File: config.mk
export PLATFORM = sky130hd
export DESIGN_NAME = rgb_to_yuv420_pixel_stream
export DESIGN_NICKNAME = d
export VERILOG_FILES = /design/src/rtl/ryuv_pkg.sv /design/src/rtl/ryuv_csr.sv /design/src/rtl/ryuv_convert.sv /design/src/rtl/rgb_to_yuv420_pixel_stream.sv
export SDC_FILE = /design/constraint.sdc
export NUM_CORES = 1
export LEC_CHECK = 0
export BUFFER_PORTS_ARGS = -buffer_cell sky130_fd_sc_hd__buf_4
export CORE_MARGIN = 2
export CORE_UTILIZATION = 45
export DETAILED_ROUTE_END_ITERATION = 8
export PLACE_DENSITY_LB_ADDON = 0.12
export SYNTH_ARGS = -nofsm -noshare
export SYNTH_HDL_FRONTEND = slang
export SYNTH_SLANG_ARGS = --single-unit
File: constraint.sdc
create_clock -name clock -period 5.26 [get_ports clock]
set_input_delay 0.789 -clock clock [delete_from_list [all_inputs] [get_ports clock]]
set_output_delay 0.789 -clock clock [all_outputs]
set_load 0.05 [all_outputs]
File: src/rtl/ryuv_pkg.sv
// Shared constants and types of the RGB to YUV 4:2:0 pixel stream converter.
package ryuv_pkg;

   localparam int MAX_DIMENSION = 4096;
   localparam int COUNT_WIDTH   = $clog2(MAX_DIMENSION);
   localparam int DIM_WIDTH     = COUNT_WIDTH + 1;
   localparam int CFG_WIDTH     = 13;
   localparam int CSR_DATA_WIDTH = 32;
   localparam int CSR_ADDR_WIDTH = 3;
   localparam int COMP_WIDTH    = 8;

   localparam logic [CFG_WIDTH-1:0] FRAME_WIDTH_RESET  = CFG_WIDTH'(1280);
   localparam logic [CFG_WIDTH-1:0] FRAME_HEIGHT_RESET = CFG_WIDTH'(720);

   typedef enum logic {
      REG_FRAME_WIDTH  = 1'b0,
      REG_FRAME_HEIGHT = 1'b1
   } reg_index_type;

   typedef struct packed {
      logic [DIM_WIDTH-1:0] width;
      logic [DIM_WIDTH-1:0] height;
   } frame_cfg_type;

   typedef struct packed {
      logic [COMP_WIDTH-1:0] blue;
      logic [COMP_WIDTH-1:0] green;
      logic [COMP_WIDTH-1:0] red;
   } rgb_type;

   typedef struct packed {
      logic [COMP_WIDTH-1:0] chroma_red;
      logic [COMP_WIDTH-1:0] chroma_blue;
      logic [COMP_WIDTH-1:0] luma;
   } yuv_type;

endpackage

File: src/rtl/ryuv_csr.sv
// Configuration registers with effective frame width and height.
module ryuv_csr (
   input  logic                                 clock,
   input  logic                                 reset,
   input  logic                                 csr_psel,
   input  logic                                 csr_penable,
   input  logic                                 csr_pwrite,
   input  logic [ryuv_pkg::CSR_ADDR_WIDTH-1:0]  csr_paddr,
   input  logic [ryuv_pkg::CSR_DATA_WIDTH-1:0]  csr_pwdata,
   output logic [ryuv_pkg::CSR_DATA_WIDTH-1:0]  csr_prdata,
   output logic                                 csr_pready,
   output ryuv_pkg::frame_cfg_type              frame_cfg
);

   logic [ryuv_pkg::CFG_WIDTH-1:0] frame_width_ff;
   logic [ryuv_pkg::CFG_WIDTH-1:0] frame_width_in;
   logic [ryuv_pkg::CFG_WIDTH-1:0] frame_height_ff;
   logic [ryuv_pkg::CFG_WIDTH-1:0] frame_height_in;
   logic [ryuv_pkg::CFG_WIDTH-1:0] width_even;
   ryuv_pkg::reg_index_type        reg_index;
   logic                           write_strobe;

   assign csr_pready   = 1'b1;
   assign write_strobe = csr_psel && csr_penable && csr_pwrite && csr_pready;
   assign reg_index    = ryuv_pkg::reg_index_type'(csr_paddr[2]);

   always_comb begin
      frame_width_in  = frame_width_ff;
      frame_height_in = frame_height_ff;
      if (write_strobe) begin
         case (reg_index)
            ryuv_pkg::REG_FRAME_WIDTH:  frame_width_in  = csr_pwdata[ryuv_pkg::CFG_WIDTH-1:0];
            ryuv_pkg::REG_FRAME_HEIGHT: frame_height_in = csr_pwdata[ryuv_pkg::CFG_WIDTH-1:0];
            default: ;
         endcase
      end
   end

   always_ff @(posedge clock) begin
      if (reset) begin
         frame_width_ff  <= ryuv_pkg::FRAME_WIDTH_RESET;
         frame_height_ff <= ryuv_pkg::FRAME_HEIGHT_RESET;
      end else begin
         frame_width_ff  <= frame_width_in;
         frame_height_ff <= frame_height_in;
      end
   end

   always_comb begin
      case (reg_index)
         ryuv_pkg::REG_FRAME_WIDTH:
            csr_prdata = ryuv_pkg::CSR_DATA_WIDTH'(frame_width_ff);
         ryuv_pkg::REG_FRAME_HEIGHT:
            csr_prdata = ryuv_pkg::CSR_DATA_WIDTH'(frame_height_ff);
         default:
            csr_prdata = '0;
      endcase
   end

   assign width_even = {frame_width_ff[ryuv_pkg::CFG_WIDTH-1:1], 1'b0};

   always_comb begin
      if (width_even == '0) begin
         frame_cfg.width = ryuv_pkg::DIM_WIDTH'(2);
      end else if (int'(width_even) > ryuv_pkg::MAX_DIMENSION) begin
         frame_cfg.width = ryuv_pkg::DIM_WIDTH'(ryuv_pkg::MAX_DIMENSION);
      end else begin
         frame_cfg.width = ryuv_pkg::DIM_WIDTH'(width_even);
      end
      if (frame_height_ff == '0) begin
         frame_cfg.height = ryuv_pkg::DIM_WIDTH'(1);
      end else if (int'(frame_height_ff) > ryuv_pkg::MAX_DIMENSION) begin
         frame_cfg.height = ryuv_pkg::DIM_WIDTH'(ryuv_pkg::MAX_DIMENSION);
      end else begin
         frame_cfg.height = ryuv_pkg::DIM_WIDTH'(frame_height_ff);
      end
   end

endmodule

File: src/rtl/ryuv_convert.sv
// BT.601 integer color conversion of one pixel.
module ryuv_convert (
   input  ryuv_pkg::rgb_type pixel,
   input  logic              chroma_valid,
   output ryuv_pkg::yuv_type yuv
);

   logic [16:0] red_ext;
   logic [16:0] green_ext;
   logic [16:0] blue_ext;
   logic [16:0] luma_sum;
   logic [16:0] blue_sum;
   logic [16:0] red_sum;

   assign red_ext   = 17'(pixel.red);
   assign green_ext = 17'(pixel.green);
   assign blue_ext  = 17'(pixel.blue);

   // chroma sums carry a bias of 128*256 and never go negative
   assign luma_sum = 17'd66 * red_ext + 17'd129 * green_ext + 17'd25 * blue_ext;
   assign blue_sum = 17'd32768 + 17'd112 * blue_ext - 17'd38 * red_ext - 17'd74 * green_ext;
   assign red_sum  = 17'd32768 + 17'd112 * red_ext - 17'd94 * green_ext - 17'd18 * blue_ext;

   assign yuv.luma        = luma_sum[15:8] + 8'd16;
   assign yuv.chroma_blue = chroma_valid ? blue_sum[15:8] : '0;
   assign yuv.chroma_red  = chroma_valid ? red_sum[15:8] : '0;

endmodule

File: src/rtl/rgb_to_yuv420_pixel_stream.sv
// Top level of the RGB to YUV 4:2:0 pixel stream converter.
//
//   channel  direction  contents
//   req      in         tdata: red, green, blue
//   rsp      out        tdata: luma, chroma_blue, chroma_red; tuser: chroma_valid;
//                       tlast: end_of_frame
//   csr      in/out     APB registers frame_width (0x0), frame_height (0x4)
//
// One pixel per cycle unless stalled; each passes the input, then the result register.
// Column and line counters advance when a pixel enters the input register.
// Reset clears the counters and the stage valid flags and loads width 1280, height 720.
// A stalled result holds; the input register keeps accepting while it is empty.
module rgb_to_yuv420_pixel_stream (
   input  logic                                clock,
   input  logic                                reset,
   input  logic                                req_tvalid,
   output logic                                req_tready,
   input  logic [23:0]                         req_tdata,   // red, green, blue
   output logic                                rsp_tvalid,
   input  logic                                rsp_tready,
   output logic [23:0]                         rsp_tdata,   // luma, chroma_blue, chroma_red
   output logic                                rsp_tuser,   // chroma_valid
   output logic                                rsp_tlast,   // end_of_frame
   input  logic                                csr_psel,
   input  logic                                csr_penable,
   input  logic                                csr_pwrite,
   input  logic [ryuv_pkg::CSR_ADDR_WIDTH-1:0] csr_paddr,
   input  logic [ryuv_pkg::CSR_DATA_WIDTH-1:0] csr_pwdata,
   output logic [ryuv_pkg::CSR_DATA_WIDTH-1:0] csr_prdata,
   output logic                                csr_pready
);

   ryuv_pkg::frame_cfg_type          frame_cfg;
   logic [ryuv_pkg::COUNT_WIDTH-1:0] column_count_ff;
   logic [ryuv_pkg::COUNT_WIDTH-1:0] column_count_in;
   logic [ryuv_pkg::COUNT_WIDTH-1:0] line_count_ff;
   logic [ryuv_pkg::COUNT_WIDTH-1:0] line_count_in;
   logic                             last_column;
   logic                             last_line;
   logic                             accept;
   logic                             stage_ready;
   logic                             out_ready;
   logic                             stage_valid_ff;
   logic                             stage_valid_in;
   ryuv_pkg::rgb_type                stage_pixel_ff;
   logic                             stage_chroma_ff;
   logic                             stage_last_ff;
   ryuv_pkg::yuv_type                stage_yuv;
   logic                             out_valid_ff;
   logic                             out_valid_in;
   ryuv_pkg::yuv_type                out_yuv_ff;
   logic                             out_chroma_ff;
   logic                             out_last_ff;

   ryuv_csr u_csr (
      .clock       (clock),
      .reset       (reset),
      .csr_psel    (csr_psel),
      .csr_penable (csr_penable),
      .csr_pwrite  (csr_pwrite),
      .csr_paddr   (csr_paddr),
      .csr_pwdata  (csr_pwdata),
      .csr_prdata  (csr_prdata),
      .csr_pready  (csr_pready),
      .frame_cfg   (frame_cfg)
   );

   assign out_ready   = !out_valid_ff || rsp_tready;
   assign stage_ready = !stage_valid_ff || out_ready;
   assign req_tready  = stage_ready;
   assign accept      = req_tvalid && req_tready;

   assign last_column = (ryuv_pkg::DIM_WIDTH'(column_count_ff) + ryuv_pkg::DIM_WIDTH'(1))
                        >= frame_cfg.width;
   assign last_line   = (ryuv_pkg::DIM_WIDTH'(line_count_ff) + ryuv_pkg::DIM_WIDTH'(1))
                        >= frame_cfg.height;

   always_comb begin
      column_count_in = column_count_ff;
      line_count_in   = line_count_ff;
      if (accept) begin
         if (last_column) begin
            column_count_in = '0;
            line_count_in   = last_line ? '0 : line_count_ff + ryuv_pkg::COUNT_WIDTH'(1);
         end else begin
            column_count_in = column_count_ff + ryuv_pkg::COUNT_WIDTH'(1);
         end
      end
   end

   assign stage_valid_in = stage_ready ? req_tvalid : stage_valid_ff;
   assign out_valid_in   = out_ready ? stage_valid_ff : out_valid_ff;

   always_ff @(posedge clock) begin
      if (reset) begin
         column_count_ff <= '0;
         line_count_ff   <= '0;
         stage_valid_ff  <= 1'b0;
         out_valid_ff    <= 1'b0;
      end else begin
         column_count_ff <= column_count_in;
         line_count_ff   <= line_count_in;
         stage_valid_ff  <= stage_valid_in;
         out_valid_ff    <= out_valid_in;
      end
   end

   always_ff @(posedge clock) begin
      if (accept) begin
         stage_pixel_ff  <= req_tdata;
         stage_chroma_ff <= !column_count_ff[0] && !line_count_ff[0];
         stage_last_ff   <= last_column && last_line;
      end
      if (out_ready && stage_valid_ff) begin
         out_yuv_ff    <= stage_yuv;
         out_chroma_ff <= stage_chroma_ff;
         out_last_ff   <= stage_last_ff;
      end
   end

   ryuv_convert u_convert (
      .pixel        (stage_pixel_ff),
      .chroma_valid (stage_chroma_ff),
      .yuv          (stage_yuv)
   );

   assign rsp_tvalid = out_valid_ff;
   assign rsp_tdata  = out_yuv_ff;
   assign rsp_tuser  = out_chroma_ff;
   assign rsp_tlast  = out_last_ff;

endmodule

**After elaboration in Yosys (flattened, before gate mapping)**

Index checks and enable logic that the tools add are counted.

- Add/sub/neg operators: 13
- Multipliers: 9
- $lt $le $gt $ge: 4
- Muxes and demuxes: 7
- Bitwise logic cells: 1
- Reduce and logical (&&, ||, !) cells: 17

Operators with widths:

| operator | number |
|---|---|
| 32-bit case mux with 2 select lines | 1 |
| 16-bit subtractor | 4 |
| 13-bit 2-to-1 mux | 4 |
| 6-bit by 8-bit multiplier with 14-bit output (first input constant) | 3 |
| 16-bit adder | 2 |
| 16-bit adder (first input constant) | 2 |
| 12-bit by 1-bit adder with 13-bit output (second input constant) | 2 |
| 13-bit greater-or-equal comparator | 2 |
| 13-bit > comparator (second input constant) | 2 |
| 13-bit zero test | 2 |
| 5-bit by 8-bit multiplier with 13-bit output (first input constant) | 2 |
| 12-bit by 1-bit adder with 12-bit output (second input constant) | 2 |
| 12-bit 2-to-1 mux | 2 |
| 3-bit by 8-bit multiplier with 11-bit output (first input constant) | 2 |
| 8-bit by 8-bit multiplier with 16-bit output (first input constant) | 1 |
| 4-bit by 8-bit multiplier with 12-bit output (first input constant) | 1 |
| 8-bit by 5-bit adder with 8-bit output (second input constant) | 1 |
| 1-bit logical AND | 6 |
| 2-bit AND reduction | 3 |
| 1-bit zero test | 4 |
| 1-bit logical OR | 2 |
| 1-bit NOT | 1 |

- Flip-flop bits (word level): 104
- Bits of input ports: 66
- Word-level logic and storage cells: 67

**Depth between registers and ports, before layout**

- Depth after elaboration: 5
- Gate-level depth with buffers: 23
- Gate-level depth less buffers: 23

**Hierarchy**

Synthesis repeated with hierarchy kept, for this count alone.

- Cells, all modules: 1267
- Area total of the unflattened synthesis: 12031.5 um^2

By module, submodules not included:

| module | times used | cells an instance | area each (um^2) | seq. area each (um^2) |
|---|---|---|---|---|
| ryuv_convert | 1 | 754 | 6610.1 | 0.0 |
| rgb_to_yuv420_pixel_stream | 1 | 330 | 3761.1 | 2082.0 |
| ryuv_csr | 1 | 183 | 1660.3 | 520.5 |

**Worst setup path before layout**

No wires, ideal clock.

- Path type: reg2reg
- Start: register stage_pixel_ff[18] in the netlist's numbering
- End: register out_yuv_ff, in the netlist rsp_tdata[6], data pin
- Arrival time: 5023 ps
- Data required time: 5002 ps
- Slack: -21 ps
- Stages on the path, launching flop included: 23
- Path buffers: 1
- Period minus slack after synthesis: 5281 ps
- Cell sequence: edfxtp_1 ha_1 ha_1 fa_1 ha_1 nor2b_1 o21ai_0 a21boi_0 o21a_1 o21ai_0 nand2b_1 a21oi_1 xnor2_1 fa_1 inv_1 ha_1 buf_1 mux2i_1 o211ai_1 or3_4 ha_1 xnor2_1 xnor2_1

RTL lines:

| what | RTL line | RTL |
|---|---|---|
| start: declaration | rgb_to_yuv420_pixel_stream.sv:45 | `ryuv_pkg::rgb_type stage_pixel_ff;` |
| start signal: assignment | rgb_to_yuv420_pixel_stream.sv:110 | `stage_pixel_ff <= req_tdata;` |
| end signal: assignment | rgb_to_yuv420_pixel_stream.sv:115 | `out_yuv_ff <= stage_yuv;` |
| end: declaration | rgb_to_yuv420_pixel_stream.sv:51 | `ryuv_pkg::yuv_type out_yuv_ff;` |

==> impl_results.md <==
- Buffers on Ports: 85
- Leak Pwr: 0.00679 uW
- WP buf/inv: 6
- Min-delay src: stage_last_ff
- Critical path's top delay family: adder cells
- Switching share of power: 45.1%
- Most Frequent Cell on Critical Path: ha_4
- Hold buffers post-CTS: 0
- Register area: 2600 um^2
- Die outline height: 168 um
- Antenna-violating nets left: 0
- DR iter-0 viols: 319
- CTS root buf: clkbuf_16
- Most frequent cells in the layout: 217 x ha_1, 211 x inv_1, 141 x buf_4
- Number of synthesized flops with an enable pin: 52
- Net Sw Power: 3060 uW
- Global route total overflow: 0
- Area of the multi-input gates: 8780 um^2
- #FFs+latches synth: 104
- WL per Instance: 15.8 um
- Share of power burned in registers: 17.2%
- F_max: 196 MHz
- Final setup viols: 0
- Final wirelength: 27700 um
- CP arrival: 5.22 ns
- # IOs: 127
- Critical path cell sequence: ha_1 -> ha_1 -> ha_2 -> inv_1 -> fa_1 -> inv_1 -> ha_4 -> ha_4 -> ha_4 -> inv_2 -> fa_1 -> inv_1 -> ha_2 -> o21a_1 -> nor2_1 -> buf_4 -> o41ai_4 -> xor2_2 -> buf_4 -> ha_4 -> xnor2_1 -> xnor2_1
- Initial antenna violation count: 0
- Layout Skew: 0.0122 ns
- Slowest cell on the critical path: fa_1
- Yosys cell types: 67
- Slowest stage delay, CP: 0.50 ns
- Reg2reg end: rsp_tdata[6]
- H-tree level count: 3
- Setup crit start kind: flop
- Setup TNS: 0 ns
- Async set-or-reset flop fraction in the synthesized netlist: 0%
- Top_reg_cell synth: edfxtp_1
- Run status: completed
- Design Power: 6790 uW
- Type of the worst setup path: reg -> reg
- Worst IR drop on VDD: 0.377 mV
- Crit-path max FO: 4
- Tcrit/Tclk final: 97.0%
- Clock buffers created by TritonCTS: 9
- Slew of the pin with the lowest slew margin: 0.954 ns
- Mapped Cells: 1289
- Clk buf depth: 2
- Setup crit start: stage_pixel_ff[2]
- Critical path depth: 22
- Layout cells sized above 1: 17.6%
- Die area: 28100 um^2
- Crit end category: flop
- Worst hold-check path type: reg -> reg
- Slew HR: 36.2%
- Gate power share: 72.0%
- # fillers: 2437
- Max_cap viols: 0
- Synth Warn #: 0
- Final max-slew violation count: 0
- Layout area overhead: 16.3%
- R2R depth: 22
- Clk_lat worst skew: 0.36 ns
- Req. time, crit path: 5.38 ns
- CTS tree: built
- DR vias/cell: 5.14
- Die W: 168 um
- First-pass GRT wire length: 45200 um
- Critical R2R Launch: stage_pixel_ff[2]
- DR vias: 9040
- Site row count: 59
- Clock power frac: 10.8%
- R2r setup slk: 0.16 ns
- Final net count: 1799
- Pwr per Cell Area: 485 nW/um^2
- Diode count: 0
- WHS Path Cells: 0
- Residual DRC: 0
- Cell area after synthesis: 12000 um^2
- Clk slew on worst S/H paths: 0.09 ns
- GRT Overall Usage: 20.3%
- Worst Hold End: rsp_tlast
- Fin. Hold Viols: 0
- Drt pass-1 iters: 4
- Post-route minimum period: 5.10 ns
- Largest net degree at the start of global routing: 60
- Most common cell after layout, fill and taps aside: ha_1
- Number of global-route vias before repair: 9144
- Core Area: 26200 um^2
- Synth Area per Inst: 9.35 um^2
- Clk sinks: 104
- Post-detail-place hpwl: 22100 um
- Initial Util: 46.0%
- GPL Wtd Cong: 0.815
- Sequential area share after synthesis: 21.6%
- Cell Int Power: 3730 uW
worst register-to-register path, cell delays in order (launching register included):
cell,delay (ns)
edfxtp_1,0.43
ha_1,0.33
ha_1,0.29
ha_2,0.18
inv_1,0.05
fa_1,0.47
inv_1,0.06
ha_4,0.28
ha_4,0.20
ha_4,0.26
inv_2,0.03
fa_1,0.50
inv_1,0.05
ha_2,0.32
o21a_1,0.11
nor2_1,0.08
buf_4,0.15
o41ai_4,0.39
xor2_2,0.12
buf_4,0.17
ha_4,0.15
xnor2_1,0.12
xnor2_1,0.12
power by group through the flow:
stage | clock network, uW | registers (uW) | logic (uW)
global placement | 0 | 1190 | 4440
CTS | 753 | 1170 | 4620
global route | 776 | 1180 | 5550
finish | 733 | 1170 | 4890
detailed placement | 0 | 1190 | 4480
floorplan | 0 | 1520 | 3060
worst max path at each step:
stage | end | slack [ns]
4_1_cts | rsp_tdata[7] | 0.01
6_report | rsp_tdata[6] | 0.16
2_1_floorplan | rsp_tdata[6] | 0.04
5_1_grt | rsp_tdata[22] | -0.02
3_3_place_gp | rsp_tdata[22] | -0.10
3_5_place_dp | rsp_tdata[22] | -0.15
registers in the layout, indices dropped and copies added (netlist names):
register               cells
rsp_tdata                 24
stage_pixel_ff            24
u_csr.frame_height_ff     13
u_csr.frame_width_ff      13
column_count_ff           12
line_count_ff             12
rsp_tlast                  1
rsp_tuser                  1
rsp_tvalid                 1
stage_chroma_ff            1
stage_last_ff              1
stage_valid_ff             1
routing by layer:
layer  routed length (um)  share of wire, %  vias to the layer above  global-route usage, %
met5                    0                 0                        -                      0
li1                     -                 -                     4569                      -
met1                12300                44                     4317                   25.4
met3                  914               3.3                       21                   2.53
met4                  527               1.9                        0                   5.07
met2                14000                50                      133                   36.9
repair_timing:
item                       CTS  global route
resized for setup           20            54
cloned                       0             0
setup endpoints to repair    6            10
pin swaps                   19            33
setup buffers                2             6
hold endpoints to repair     0             0
area by class of cell:
class / instances / share of cell area [%]
clock buffer: 9 / 1.61
clock inverter: 7 / 0.581
inverter: 218 / 5.86
multi-input combinational: 942 / 62.7
sequential: 104 / 18.6
tap: 335 / 2.99
timing repair buffer: 143 / 7.72
logic make-up after synthesis:
family	share of synthesized area, %
AOI/OAI and AO/OA	12.1
xor gates and xnor gates	6.17
adders and majority gates	37.6
buffers and inverters	8.95
DFF	21.6
muxes	1.37
other	0.0623
and+or+nand+nor	12.2
metrics by stage:
stage                     hold WS (ns)  setup WS [ns]  utilization (%)  instance area, um^2  instances
after floorplan                  0.400         0.0436                -                12100       1307
after global placement           0.404         -0.103             50.7                13300       1734
after detailed placement         0.434         -0.154             50.7                13300       1734
after CTS                        0.457         0.0114             52.1                13700       1752
after global routing             0.458        -0.0200             53.4                14000       1758
final                            0.453          0.159             53.4                14000       1758
cells in the mapped netlist, drive strengths merged (21+ instances only):
cell    number  area [um^2]
edfxtp      52         1560
dfxtp       52         1040
xor2        25          226
nor2        39          154
nand2      109          433
inv        218          818
a21oi      102          514
nand3       21          105
o21ai       35          179
xnor2       59          517
fa          78         1560
a21o        22          165
ha         237         2970
buf         26          196
Note: power is estimated with default switching activity, not from simulation.
